## src/hw/rtl/ole_pkg.sv

```systemverilog
// ole_pkg: operation and status codes and the shared types of the ordered list engine
// no dependencies
package ole_pkg;

    typedef enum logic [3:0] {
        OP_PUSH_FRONT = 4'd0,
        OP_PUSH_BACK  = 4'd1,
        OP_OVERWRITE  = 4'd2,
        OP_INSERT     = 4'd3,
        OP_DELETE     = 4'd4,
        OP_POP        = 4'd5,
        OP_SEARCH     = 4'd6,
        OP_READ       = 4'd7,
        OP_CLEAR      = 4'd8
    } t_op;

    localparam logic [1:0] ST_OK      = 2'd0;
    localparam logic [1:0] ST_RANGE   = 2'd1;
    localparam logic [1:0] ST_MISSING = 2'd2;
    localparam logic [1:0] ST_FULL    = 2'd3;

    typedef enum logic [2:0] {
        S_IDLE,
        S_SCAN,
        S_SHIFT_UP,
        S_SHIFT_DOWN,
        S_DONE
    } t_state;

    // command and result transactions as carried on the two channels
    typedef struct packed {
        logic [3:0]  operation;
        logic [6:0]  position;
        logic [31:0] value;
    } t_cmd;

    typedef struct packed {
        logic [31:0] result_value;
        logic [1:0]  status;
        logic [6:0]  entry_count;
    } t_res;

endpackage

```

## src/hw/rtl/ole_if.sv

```systemverilog
// ole_if: valid/ready channel carrying a generic payload
// depends on nothing; payload type given as a parameter
interface ole_if #(
    parameter type T = logic
);
    logic valid;
    logic ready;
    T     data;

    modport source (output valid, output data, input ready);
    modport sink   (input valid, input data, output ready);
endinterface

```

## src/hw/rtl/ole_ram.sv

```systemverilog
// ole_ram: generic single-port-write, single-port-read RAM with registered read
// no dependencies
module ole_ram #(
    parameter int WIDTH = 32,
    parameter int DEPTH = 64
) (
    input  logic                     i_clk,
    input  logic                     i_we,
    input  logic [$clog2(DEPTH)-1:0] i_waddr,
    input  logic [WIDTH-1:0]         i_wdata,
    input  logic [$clog2(DEPTH)-1:0] i_raddr,
    output logic [WIDTH-1:0]         o_rdata
);
    logic [WIDTH-1:0] r_mem [DEPTH];
    logic [WIDTH-1:0] r_rdata;

    always_ff @(posedge i_clk) begin
        if (i_we) begin
            r_mem[i_waddr] <= i_wdata;
        end
        r_rdata <= r_mem[i_raddr];
    end

    assign o_rdata = r_rdata;
endmodule

```

## src/hw/rtl/ordered_list_engine.sv

```systemverilog
// ordered_list_engine: bounded ordered list of signed 32-bit values
// depends on ole_pkg, ole_if, ole_ram
//
// usage
//   commands arrive on the sink channel (operation, position, value); one result
//   transaction (result_value, status, entry_count) leaves on the source channel
//   for every command.
//   entries sit packed in one RAM with registered read. a sequencer
//   reads an entry, compares or moves it and writes it back, one entry a cycle.
//   push back, overwrite, clear and failed commands finish straight from idle;
//   read goes through one RAM read; pop, delete and search walk the entries from
//   the position or the head; push front and insert move entries up from the tail
//   to the position, then write the new value. the RAM port (one read and one
//   write a cycle) sets the pace of the walks. one command is in work at a time;
//   the next is taken in the cycle in which the previous result leaves, so
//   commands done from idle run one per cycle while the receiver takes results.
//   reset clears the entry count and the sequencer; RAM contents stay as they
//   are and are never read beyond the count.
//   a stalled receiver holds the result register; new commands wait.
module ordered_list_engine #(
    parameter int CAPACITY = 64
) (
    input  logic i_clk,
    input  logic i_rst_n,
    ole_if.sink   i_cmd,
    ole_if.source o_res
);
    import ole_pkg::*;

    localparam int AW = $clog2(CAPACITY);
    localparam int CW = $clog2(CAPACITY + 1);

    // command register
    logic [3:0]  r_op,  n_op;
    logic [CW-1:0] r_pos, n_pos;
    logic [31:0] r_val, n_val;
    // list count and walk pointer
    logic [CW-1:0] r_total, n_total;
    logic [CW-1:0] r_idx,   n_idx;
    t_state        r_state;
    // result register
    logic          r_out_valid, n_out_valid;
    logic [31:0]   r_res, n_res;
    logic [1:0]    r_st,  n_st;
    logic [CW-1:0] r_cnt, n_cnt;
    // popped value held while the rest moves down
    logic [31:0]   r_pop;

    logic          we;
    logic [AW-1:0] waddr, raddr;
    logic [31:0]   wdata, rdata;

    logic [3:0]  in_op;
    logic [6:0]  in_pos;
    logic [31:0] in_val;

    // sequencing decisions from the datapath
    logic [1:0]    fin_st;
    logic          fin;
    logic [31:0]   fin_res;
    logic [CW-1:0] fin_cnt;
    logic          go_state_valid;
    t_state        go_state;
    t_state        next_st;

    logic [CW-1:0] wide_pos;
    logic          pos_big;   // position beyond what CW can hold

    assign in_op  = i_cmd.data.operation;
    assign in_pos = i_cmd.data.position;
    assign in_val = i_cmd.data.value;

    ole_ram #(.WIDTH(32), .DEPTH(CAPACITY)) u_ram (
        .i_clk  (i_clk),
        .i_we   (we),
        .i_waddr(waddr),
        .i_wdata(wdata),
        .i_raddr(raddr),
        .o_rdata(rdata)
    );

    // idle and the result register free (or emptying this cycle)
    assign i_cmd.ready = (r_state == S_IDLE) && (!r_out_valid || o_res.ready);

    assign o_res.valid             = r_out_valid;
    assign o_res.data.result_value = r_res;
    assign o_res.data.status       = r_st;
    assign o_res.data.entry_count  = 7'(r_cnt);

    assign wide_pos = CW'(in_pos);

    always_comb begin
        pos_big = 1'b0;
        if (CW < 7) begin
            pos_big = (in_pos >> CW) != 7'd0;
        end
    end

    // datapath and sequencing
    always_comb begin
        n_op = r_op; n_pos = r_pos; n_val = r_val;
        n_total = r_total; n_idx = r_idx;
        n_out_valid = r_out_valid && !o_res.ready;
        n_res = r_res; n_st = r_st; n_cnt = r_cnt;
        we = 1'b0; waddr = '0; wdata = r_val; raddr = '0;
        fin = 1'b0; fin_st = ST_OK; fin_res = '0; fin_cnt = r_total;
        go_state_valid = 1'b0; go_state = S_IDLE;

        unique case (r_state)
            S_IDLE: begin
                if (i_cmd.valid && i_cmd.ready) begin
                    n_op = in_op; n_pos = wide_pos; n_val = in_val;
                    go_state_valid = 1'b1;
                    case (in_op)
                        OP_PUSH_FRONT, OP_PUSH_BACK: begin
                            if (r_total >= CW'(CAPACITY)) begin
                                fin = 1'b1; fin_st = ST_FULL;
                            end else if (in_op == OP_PUSH_BACK || r_total == '0) begin
                                we = 1'b1; waddr = AW'(r_total); wdata = in_val;
                                fin = 1'b1; fin_cnt = r_total + 1'b1;
                                n_total = r_total + 1'b1;
                            end else begin
                                n_pos = '0;
                                n_idx = r_total;     // write slot r_idx from r_idx-1
                                raddr = AW'(r_total - 1'b1);
                                go_state = S_SHIFT_UP;
                            end
                        end
                        OP_INSERT: begin
                            if (pos_big || wide_pos > r_total) begin
                                fin = 1'b1; fin_st = ST_RANGE;
                            end else if (r_total >= CW'(CAPACITY)) begin
                                fin = 1'b1; fin_st = ST_FULL;
                            end else if (wide_pos == r_total) begin
                                we = 1'b1; waddr = AW'(r_total); wdata = in_val;
                                fin = 1'b1; fin_cnt = r_total + 1'b1;
                                n_total = r_total + 1'b1;
                            end else begin
                                n_idx = r_total;
                                raddr = AW'(r_total - 1'b1);
                                go_state = S_SHIFT_UP;
                            end
                        end
                        OP_OVERWRITE: begin
                            if (pos_big || wide_pos >= r_total) begin
                                fin = 1'b1; fin_st = ST_RANGE;
                            end else begin
                                we = 1'b1; waddr = AW'(wide_pos); wdata = in_val;
                                fin = 1'b1;
                            end
                        end
                        OP_POP, OP_READ: begin
                            if (pos_big || wide_pos >= r_total) begin
                                fin = 1'b1; fin_st = ST_RANGE;
                            end else begin
                                // read entry at pos, then (pop) pull the rest down
                                raddr = AW'(wide_pos);
                                n_idx = wide_pos + 1'b1;
                                go_state = S_SHIFT_DOWN;
                            end
                        end
                        OP_DELETE, OP_SEARCH: begin
                            if (r_total == '0) begin
                                fin = 1'b1; fin_st = ST_MISSING;
                            end else begin
                                raddr = '0;
                                n_idx = CW'(1);
                                go_state = S_SCAN;
                            end
                        end
                        OP_CLEAR: begin
                            fin = 1'b1; fin_cnt = '0; n_total = '0;
                        end
                        default: begin
                            fin = 1'b1;
                        end
                    endcase
                    if (fin) go_state_valid = 1'b0;
                end
            end
            S_SCAN: begin
                // rdata holds entry r_idx-1
                if (rdata == r_val) begin
                    if (r_op == OP_SEARCH) begin
                        fin = 1'b1;
                    end else begin
                        n_pos = r_idx - 1'b1;
                        go_state_valid = 1'b1;
                        if (r_idx >= r_total) begin
                            fin = 1'b1; fin_cnt = r_total - 1'b1;
                            n_total = r_total - 1'b1;
                            go_state_valid = 1'b0;
                        end else begin
                            raddr = AW'(r_idx);
                            n_idx = r_idx + 1'b1;
                            go_state = S_SHIFT_DOWN;
                        end
                    end
                end else if (r_idx >= r_total) begin
                    fin = 1'b1; fin_st = ST_MISSING;
                end else begin
                    raddr = AW'(r_idx);
                    n_idx = r_idx + 1'b1;
                end
            end
            S_SHIFT_UP: begin
                // rdata = entry r_idx-1, goes to slot r_idx
                we = 1'b1; waddr = AW'(r_idx); wdata = rdata;
                if (r_idx - 1'b1 == r_pos) begin
                    go_state_valid = 1'b1; go_state = S_DONE;
                    n_idx = r_pos;
                end else begin
                    raddr = AW'(r_idx - 2'd2);
                    n_idx = r_idx - 1'b1;
                end
            end
            S_SHIFT_DOWN: begin
                // first pass (pop/read) rdata = entry at pos; later rdata = r_idx-1
                if (r_op == OP_READ) begin
                    fin = 1'b1; fin_res = rdata;
                end else begin
                    if (!(r_idx == r_pos + 1'b1 && r_op == OP_POP)) begin
                        we = 1'b1; waddr = AW'(r_idx - 2'd2); wdata = rdata;
                    end
                    if (r_idx >= r_total) begin
                        fin = 1'b1; fin_cnt = r_total - 1'b1;
                        n_total = r_total - 1'b1;
                        fin_res = (r_op == OP_POP) ?
                                  ((r_idx == r_pos + 1'b1) ? rdata : r_pop) : '0;
                    end else begin
                        raddr = AW'(r_idx);
                        n_idx = r_idx + 1'b1;
                    end
                end
            end
            S_DONE: begin
                // gap open at r_pos
                we = 1'b1; waddr = AW'(r_pos); wdata = r_val;
                fin = 1'b1; fin_cnt = r_total + 1'b1;
                n_total = r_total + 1'b1;
            end
            default: ;
        endcase

        if (fin) begin
            n_out_valid = 1'b1;
            n_res = fin_res; n_st = fin_st; n_cnt = fin_cnt;
        end
    end

    always_ff @(posedge i_clk) begin
        if (r_state == S_SHIFT_DOWN && r_idx == r_pos + 1'b1) begin
            r_pop <= rdata;
        end
    end

    // next state
    always_comb begin
        next_st = r_state;
        if (fin) begin
            next_st = S_IDLE;
        end else if (go_state_valid) begin
            next_st = go_state;
        end
    end

    always_ff @(posedge i_clk) begin
        if (!i_rst_n) begin
            r_state     <= S_IDLE;
            r_total     <= '0;
            r_out_valid <= 1'b0;
        end else begin
            r_state     <= next_st;
            r_total     <= n_total;
            r_out_valid <= n_out_valid;
        end
        r_op  <= n_op;
        r_pos <= n_pos;
        r_val <= n_val;
        r_idx <= n_idx;
        r_res <= n_res;
        r_st  <= n_st;
        r_cnt <= n_cnt;
    end
endmodule

```

## src/flat_wrapper.sv

```systemverilog
// flat-port wrapper written by rule: the top's interface ports become plain ports
module ordered_list_engine_flat import ole_pkg::*;
#(
    parameter int CAPACITY = 64
)
  (i_clk, i_rst_n, i_cmd_valid, i_cmd_data, i_cmd_ready, o_res_valid, o_res_data, o_res_ready);
  ole_if #(.T(t_cmd)) i_cmd_i ();
  ole_if #(.T(t_res)) o_res_i ();
  input  logic i_clk;
  input  logic i_rst_n;
  input wire logic [$bits(i_cmd_i.valid)-1:0] i_cmd_valid;
  input wire logic [$bits(i_cmd_i.data)-1:0] i_cmd_data;
  output wire logic [$bits(i_cmd_i.ready)-1:0] i_cmd_ready;
  output wire logic [$bits(o_res_i.valid)-1:0] o_res_valid;
  output wire logic [$bits(o_res_i.data)-1:0] o_res_data;
  input wire logic [$bits(o_res_i.ready)-1:0] o_res_ready;
  assign i_cmd_i.valid = i_cmd_valid;
  assign i_cmd_i.data = i_cmd_data;
  assign i_cmd_ready = i_cmd_i.ready;
  assign o_res_valid = o_res_i.valid;
  assign o_res_data = o_res_i.data;
  assign o_res_i.ready = o_res_ready;
  ordered_list_engine #(.CAPACITY(CAPACITY)) u_core (.i_clk(i_clk), .i_rst_n(i_rst_n), .i_cmd(i_cmd_i), .o_res(o_res_i));
endmodule
```

## config.mk

```make
export PLATFORM = sky130hd
export DESIGN_NAME = ordered_list_engine_flat
export DESIGN_NICKNAME = d
export VERILOG_FILES = /design/src/hw/rtl/ole_pkg.sv /design/src/hw/rtl/ole_if.sv /design/src/hw/rtl/ole_ram.sv /design/src/hw/rtl/ordered_list_engine.sv /design/src/flat_wrapper.sv
export SDC_FILE = /design/constraint.sdc
export NUM_CORES = 2
export LEC_CHECK = 0
export BUFFER_PORTS_ARGS = -buffer_cell sky130_fd_sc_hd__buf_4
export CAP_MARGIN = 40
export CORE_MARGIN = 5
export CORE_UTILIZATION = 48
export CTS_BUF_LIST = sky130_fd_sc_hd__clkbuf_4
export CTS_CLUSTER_DIAMETER = 200
export DETAILED_ROUTE_END_ITERATION = 10
export PLACE_DENSITY_LB_ADDON = 0.2
export SETUP_SLACK_MARGIN = 0.4
export SLEW_MARGIN = 15
export SYNTH_ARGS = -nofsm -noshare
export SYNTH_HDL_FRONTEND = slang
export SYNTH_HIERARCHICAL = 1
export SYNTH_SLANG_ARGS = --single-unit
```

## constraint.sdc

```tcl
create_clock -name i_clk -period 7.2 [get_ports i_clk]
set_clock_uncertainty 0.2 [all_clocks]
set_input_delay 1.44 -clock i_clk [delete_from_list [all_inputs] [get_ports i_clk]]
set_output_delay 1.44 -clock i_clk [all_outputs]
set_load 0.03 [all_outputs]
```

# Word-level counts from Yosys, hierarchy flattened
# Memories as Yosys holds them, arrays and structs flattened. A register that Yosys moved wholly into a read port is not among the register bits.
# Index checks and enable logic that the tools add are counted.
[classes]
n_lt_le_gt_ge = 4
n_eq_ne = 32
reduce_logical = 23
n_mux = 131
addsub = 7
bitwise_logic = 1
[op_table]
columns = ["op", "count"]
rows = [
  ["32-bit two-way mux", 13],
  ["7-bit two-way mux", 29],
  ["32-bit case mux with 3 select lines", 2],
  ["6-bit two-way mux", 20],
  ["7-bit case mux with 4 select lines", 3],
  ["6-bit case mux with 4 select lines", 2],
  ["6-bit case mux with 3 select lines", 2],
  ["32-bit equality test", 1],
  ["1-bit two-way mux", 32],
  ["7-bit by 1-bit adder with 7-bit output (second input constant)", 4],
  ["4-bit by 3-bit equality test with 1-bit output (second input constant)", 7],
  ["3-bit != test (second input constant)", 8],
  ["7-bit equality test", 3],
  ["3-bit two-way mux", 7],
  ["7-bit case mux with 3 select lines", 1],
  ["2-bit two-way mux", 10],
  ["7-bit >= comparator", 2],
  ["7-bit case mux with 2 select lines", 1],
  ["7-bit by 1-bit subtractor with 7-bit output (second input constant)", 2],
  ["3-bit case mux with 4 select lines", 1],
  ["12-bit AND reduction", 1],
  ["2-bit OR reduction", 5],
  ["1-bit case mux with 3 select lines", 3],
  ["3-bit case mux with 3 select lines", 1],
  ["27 further kinds", 38],
]
[totals]
ramBits = 2048
ff_bits = 134
mem_count = 1
in_bits = 47
[mem_list]
columns = ["memory", "depth", "width", "read_ports", "rd_clocked_by_memory_dff", "write_ports", "line", "rtl"]
rows = [
  ["u_core.u_ram.r_mem", 64, 32, 1, 1, 1, "ole_ram.sv:14", "logic [WIDTH-1:0] r_mem [DEPTH];"],
]

# Longest topological paths before layout
[logic_depth]
ltp_word = 10
ltp_mapped = 20
depth_no_buf = 15

# Modules after synthesis
# The synthesis kept the hierarchy.
[by_module_without_submodules]
columns = ["mod", "area_per_inst_um2", "n_inst", "cells_per_inst"]
rows = [
  ["ole_ram", 79039.6, 1, 3511],
  ["ordered_list_engine", 8379.3, 1, 762],
]

# Worst setup path before layout
# Ideal clock, no wire load.
[synth_path]
kind = "in2reg"
start = "input port i_cmd_data[32]"
end = "memory u_core.u_ram.r_mem[28][0], enable pin"
n_path_buf = 3
t_arrival_ps = 5669
slack_ps = 909
path_stages = 15
cell_sequence = "inv_1 -> ha_1 -> nand2b_1 -> a211o_1 -> a21oi_1 -> and4_1 -> clkbuf_1 -> a22o_1 -> a222oi_1 -> o21ai_0 -> clkbuf_1 -> or3b_2 -> or2_2 -> clkbuf_1 -> nor2_1"
[synth_via]
elab_cells_between_ends = 19
classes_between = "order compare: 2; eq/ne: 1; mux: 16"
[synth_lines]
columns = ["element", "line", "rtl"]
rows = [
  ["from (decl)", "flat_wrapper.sv:12", "input wire logic [$bits(i_cmd_i.data)-1:0] i_cmd_data;"],
  ["parallel branches: the longest is 4 deep, another holds 7-bit >= comparator", "n/a", ""],
  ["6-bit case mux with 3 select lines *", "ordered_list_engine.sv:114", "case (in_op)"],
  ["6-bit two-way mux *", "ordered_list_engine.sv:111", "if (i_cmd.valid && i_cmd.ready) begin"],
  ["6-bit case mux with 4 select lines *", "ordered_list_engine.sv:109", "unique case (r_state)"],
  ["via u_core.waddr[2]", "ordered_list_engine.sv:50", "logic [AW-1:0] waddr, raddr;"],
  ["to (decl)", "ole_ram.sv:14", ""],
]
# Mark *: on every way through the listed nets, which the timed path passes.

# Final worst setup path
[layout_path]
start = "register u_core.u_ram.r_rdata[23] (netlist: u_core/u_ram/o_rdata[23]), read port of u_core.u_ram.r_mem"
end = "register u_core.u_ram.r_rdata[3] (netlist: u_core/u_ram/o_rdata[3]), read port of u_core.u_ram.r_mem"
[layout_via]
elab_chain_len = 3
[layout_rtl]
columns = ["element", "line", "rtl"]
rows = [
  ["from (decl)", "ole_ram.sv:15", "logic [WIDTH-1:0] r_rdata;"],
  ["32-bit equality test", "ordered_list_engine.sv:183", "if (rdata == r_val) begin"],
  ["6-bit two-way mux", "ordered_list_engine.sv:183", ""],
  ["6-bit case mux with 4 select lines", "ordered_list_engine.sv:109", ""],
  ["via u_core.raddr[0]", "ordered_list_engine.sv:50", ""],
]
# The timed path passes the listed nets, and every way through them passes these cells.
# A chain may end at the register's enable or synchronous reset.

==> impl_metrics.py <==
metrics = {
    "timing": {
        "rsz0062_at_grt": "false",
        "tns_ns": 0,
        "worst_slew_pin_slew_ns": 0.943,
        "setup_violations": 0,
        "slew_headroom": 0.371,
        "fmax_mhz": 163,
        "finalWorstSetupSlack_ns": 1.05,
        "period_minus_slack_ns": 6.15,
        "slew_violations": 0,
        "finalHoldViolations": 0,
        "period_share": 0.854,
    },
    "critical_path": {
        "start_kind": "register",
        "critical_path.most_common_cell": "buf_4",
        "cp_max_fo": 20,
        "crit_chain": "xor2_1 > nor4_1 > nand4_1 > o31ai_1 > a21oi_1 > o21ai_0 > o21ai_4 > buf_12 > buf_4 > buf_4 > mux4_2 > a22oi_1 > nand3_1 > and3_1",
        "reg2reg_slack_ns": 1.05,
        "rr_worst_depth": 14,
        "slowest_stage": "dfxtp_1",
        "crit_type": "register to register",
        "slowest_delay_ns": 0.77,
        "reg2reg_from": "u_core/u_ram/o_rdata[23]",
        "cp.arrival_ns": 7.22,
        "r2r_end": "u_core/u_ram/o_rdata[3]",
        "worstPathRequired_ns": 8.27,
        "critPathCaptureType": "register",
    },
    "detailed_routing": {
        "wl_per_cell_um": 33.0,
        "ant_nets": 0,
        "remaining_drc_errors": 0,
        "dr_total_vias": 48500,
        "routed_wirelength_um": 257000,
        "initialDrtViolationCount": 6121,
        "drtPass1Iterations": 8,
        "via_per_inst": 6.24,
    },
    "floorplan": {
        "ios": 90,
        "die_w_um": 437,
        "rows": 156,
        "initial_core_util": 0.483,
        "dieArea_mm2": 0.191,
        "design.core.area_mm2": 0.181,
        "dieHeight_um": 437,
    },
    "clock_tree": {
        "clock-sinks": 2214,
        "ctsHoldBuffers": 31,
        "clockBufferDepth": 4,
        "cts_resized": 0,
        "cts.clk_slew.worst_paths_ns": 0.07,
        "root_buffer": "clkbuf_4",
        "cts_tree": "built",
        "cts_max_level": 6,
        "cts_buffers": 582,
        "clk_latency_ns": 1.40,
        "post_cts_buffers": 0,
    },
    "layout": {
        "final_common_cell": "edfxtp_1",
        "drive_gt1_frac": 0.343,
        "layout.nets": 5089,
        "synthToLayoutAreaGrowth_pct": 14.9,
        "n_fill_cell": 13900,
        "most-common-layout-cells": "edfxtp_1, clkbuf_4, mux4_2, buf_4, mux2i_1",
    },
    "synth": {
        "synth.avg_cell_area_um2": 20.5,
        "synth_edf_count": 2171,
        "async_reset_ff_frac": 0,
        "yosys_warnings": 6,
        "netlist_instances": 4273,
        "syn-cell-area_mm2": 0.0874,
        "synth.net_count": 4346,
        "ys_seq_area_frac": 0.756,
        "synth.distinct_cells": 92,
        "ys_seq_elements": 2214,
        "dominantRegCellSynth": "edfxtp_1",
    },
    "min_path": {
        "hold_end": "u_core/r_val[17]",
        "hold_class": "input port to register",
        "holdPathStages": 1,
        "hp-start": "i_cmd_data[17]",
    },
    "grt": {
        "first_global_vias": 48100,
        "grt_max_degree": 87,
        "grt_overflow_total": 0,
        "grt_pass1_wl_um": 360000,
        "grt.total_usage": 0.266,
        "antenna_found_initial": 22,
    },
    "power_and_ir_drop": {
        "cellLeakagePower_nw": 31.8,
        "powerDensity_mw_per_mm2": 260,
        "irDropWorstVdd_mv": 0.137,
    },
    "place": {
        "place_hpwl_um": 157000,
        "io_buffers": 89,
        "gp_congestion": 0.945,
        "post-place-ws_ns": 0.384,
    },
    "status": {
        "status": "finished clean",
    },
    "flow_run": {
        "drv_cap": 0,
    },
}
==> flip-flops by register name (all words and copies together) (netlist names), 2 cells and up <==
| signal | cells |
|---|---|
| u_core/r_res | 32 |
| u_core/u_ram/o_rdata | 32 |
| u_core/u_ram/r_mem | 2048 |
| u_core/r_cnt | 7 |
| u_core/r_st | 2 |
| u_core/r_state | 3 |
| u_core/r_total | 7 |
| u_core/r_pop | 32 |
| u_core/r_pos | 7 |
| u_core/r_idx | 7 |
| u_core/r_op | 4 |
| u_core/r_val | 32 |
==> power by group <==
| part | switching, mW | total (mW) | internal [mW] |
|---|---|---|---|
| combinational | 0.827 | 1.14 | 0.317 |
| clock | 4.97 | 10.5 | 5.54 |
| sequential | 0.0830 | 14.4 | 14.4 |
==> per-stage QoR <==
| stage | area [µm²] | total power [mW] | hold WS [ns] | cells | util |
|---|---|---|---|---|---|
| 2_1_floorplan | 87400 | 15.2 | 0.273 | 4273 | - |
| 3_3_place_gp | 92600 | 15.8 | 0.327 | 6738 | 0.512 |
| 3_5_place_dp | 92900 | 15.8 | 0.328 | 6757 | 0.514 |
| 4_1_cts | 100000 | 26.3 | 0.00374 | 7746 | 0.554 |
| 5_1_grt | 100000 | 27.1 | 0.0579 | 7767 | 0.555 |
| 6_report | 100000 | 26.1 | 0.149 | 7774 | 0.555 |
==> cells in the mapped netlist (36+ instances only) <==
master	number	area share
nand3_1	66	0.0038
a21o_1	36	0.0031
mux2i_1	189	0.022
a22oi_1	140	0.012
buf_2	66	0.0038
clkbuf_1	91	0.0039
nand2_1	73	0.0031
a21oi_1	57	0.0033
mux4_2	446	0.11
o22ai_1	48	0.0034
a22o_1	79	0.0079
o21ai_0	62	0.0035
dfxtp_1	43	0.0098
nor2_1	130	0.0056
edfxtp_1	2171	0.75
xor2_1	41	0.0041
buf_6	37	0.0048
==> logic make-up after synthesis <==
group / Yosys count / share of synthesized area
DFF: 2214 / 0.756
buffers and inverters: 272 / 0.0184
AOI/OAI and AO/OA: 630 / 0.0539
and+or+nand+nor: 432 / 0.0250
xor gates and xnor gates: 64 / 0.00688
muxes: 635 / 0.137
adders and majority gates: 26 / 0.00372
==> critical path, delay by kind of cell, from the launching register on <==
kind,cells,cell delay (ns)
compound gates,5,1.36
xor+xnor,1,0.32
buf+inv,3,0.70
flops,1,0.77
mux,1,0.46
simple gates,4,2.18
==> worst max-delay path by stage <==
stage | slack (ns) | end | startpoint
after global placement | 0.38 | u_core/u_ram/o_rdata[13] | i_cmd_data[32]
after CTS | 1.09 | u_core/u_ram/o_rdata[13] | u_core/r_total[2]
after floorplan | 0.91 | u_core/u_ram/r_mem[28][0] | i_cmd_data[32]
after global routing | 0.89 | u_core/u_ram/o_rdata[3] | u_core/r_total[2]
after detailed placement | 0.38 | u_core/u_ram/o_rdata[29] | i_cmd_data[32]
final | 1.05 | u_core/u_ram/o_rdata[3] | u_core/u_ram/o_rdata[23]
==> routing by layer <==
metal,share of wire,global-route usage,up-vias,routed length [µm]
li1,-,-,19800,-
met1,0.40,0.377,25500,103000
met2,0.46,0.401,2728,118000
met3,0.097,0.0639,439,24900
met4,0.040,0.111,12,10400
met5,0.00038,0,-,98
==> cell type report <==
class	instances	area (µm²)	area share
clock buffers	843	6330	0.0630
inverters	26	97.6	0.000971
diodes	14	35.0	0.000349
repair buffers	405	3950	0.0393
clock inverters	115	613	0.00610
flip-flops and latches	2214	66100	0.657
well taps	2370	2970	0.0295
multi-input cells	1787	20400	0.203
No activity file was read; power rests on OpenSTA's default activity.
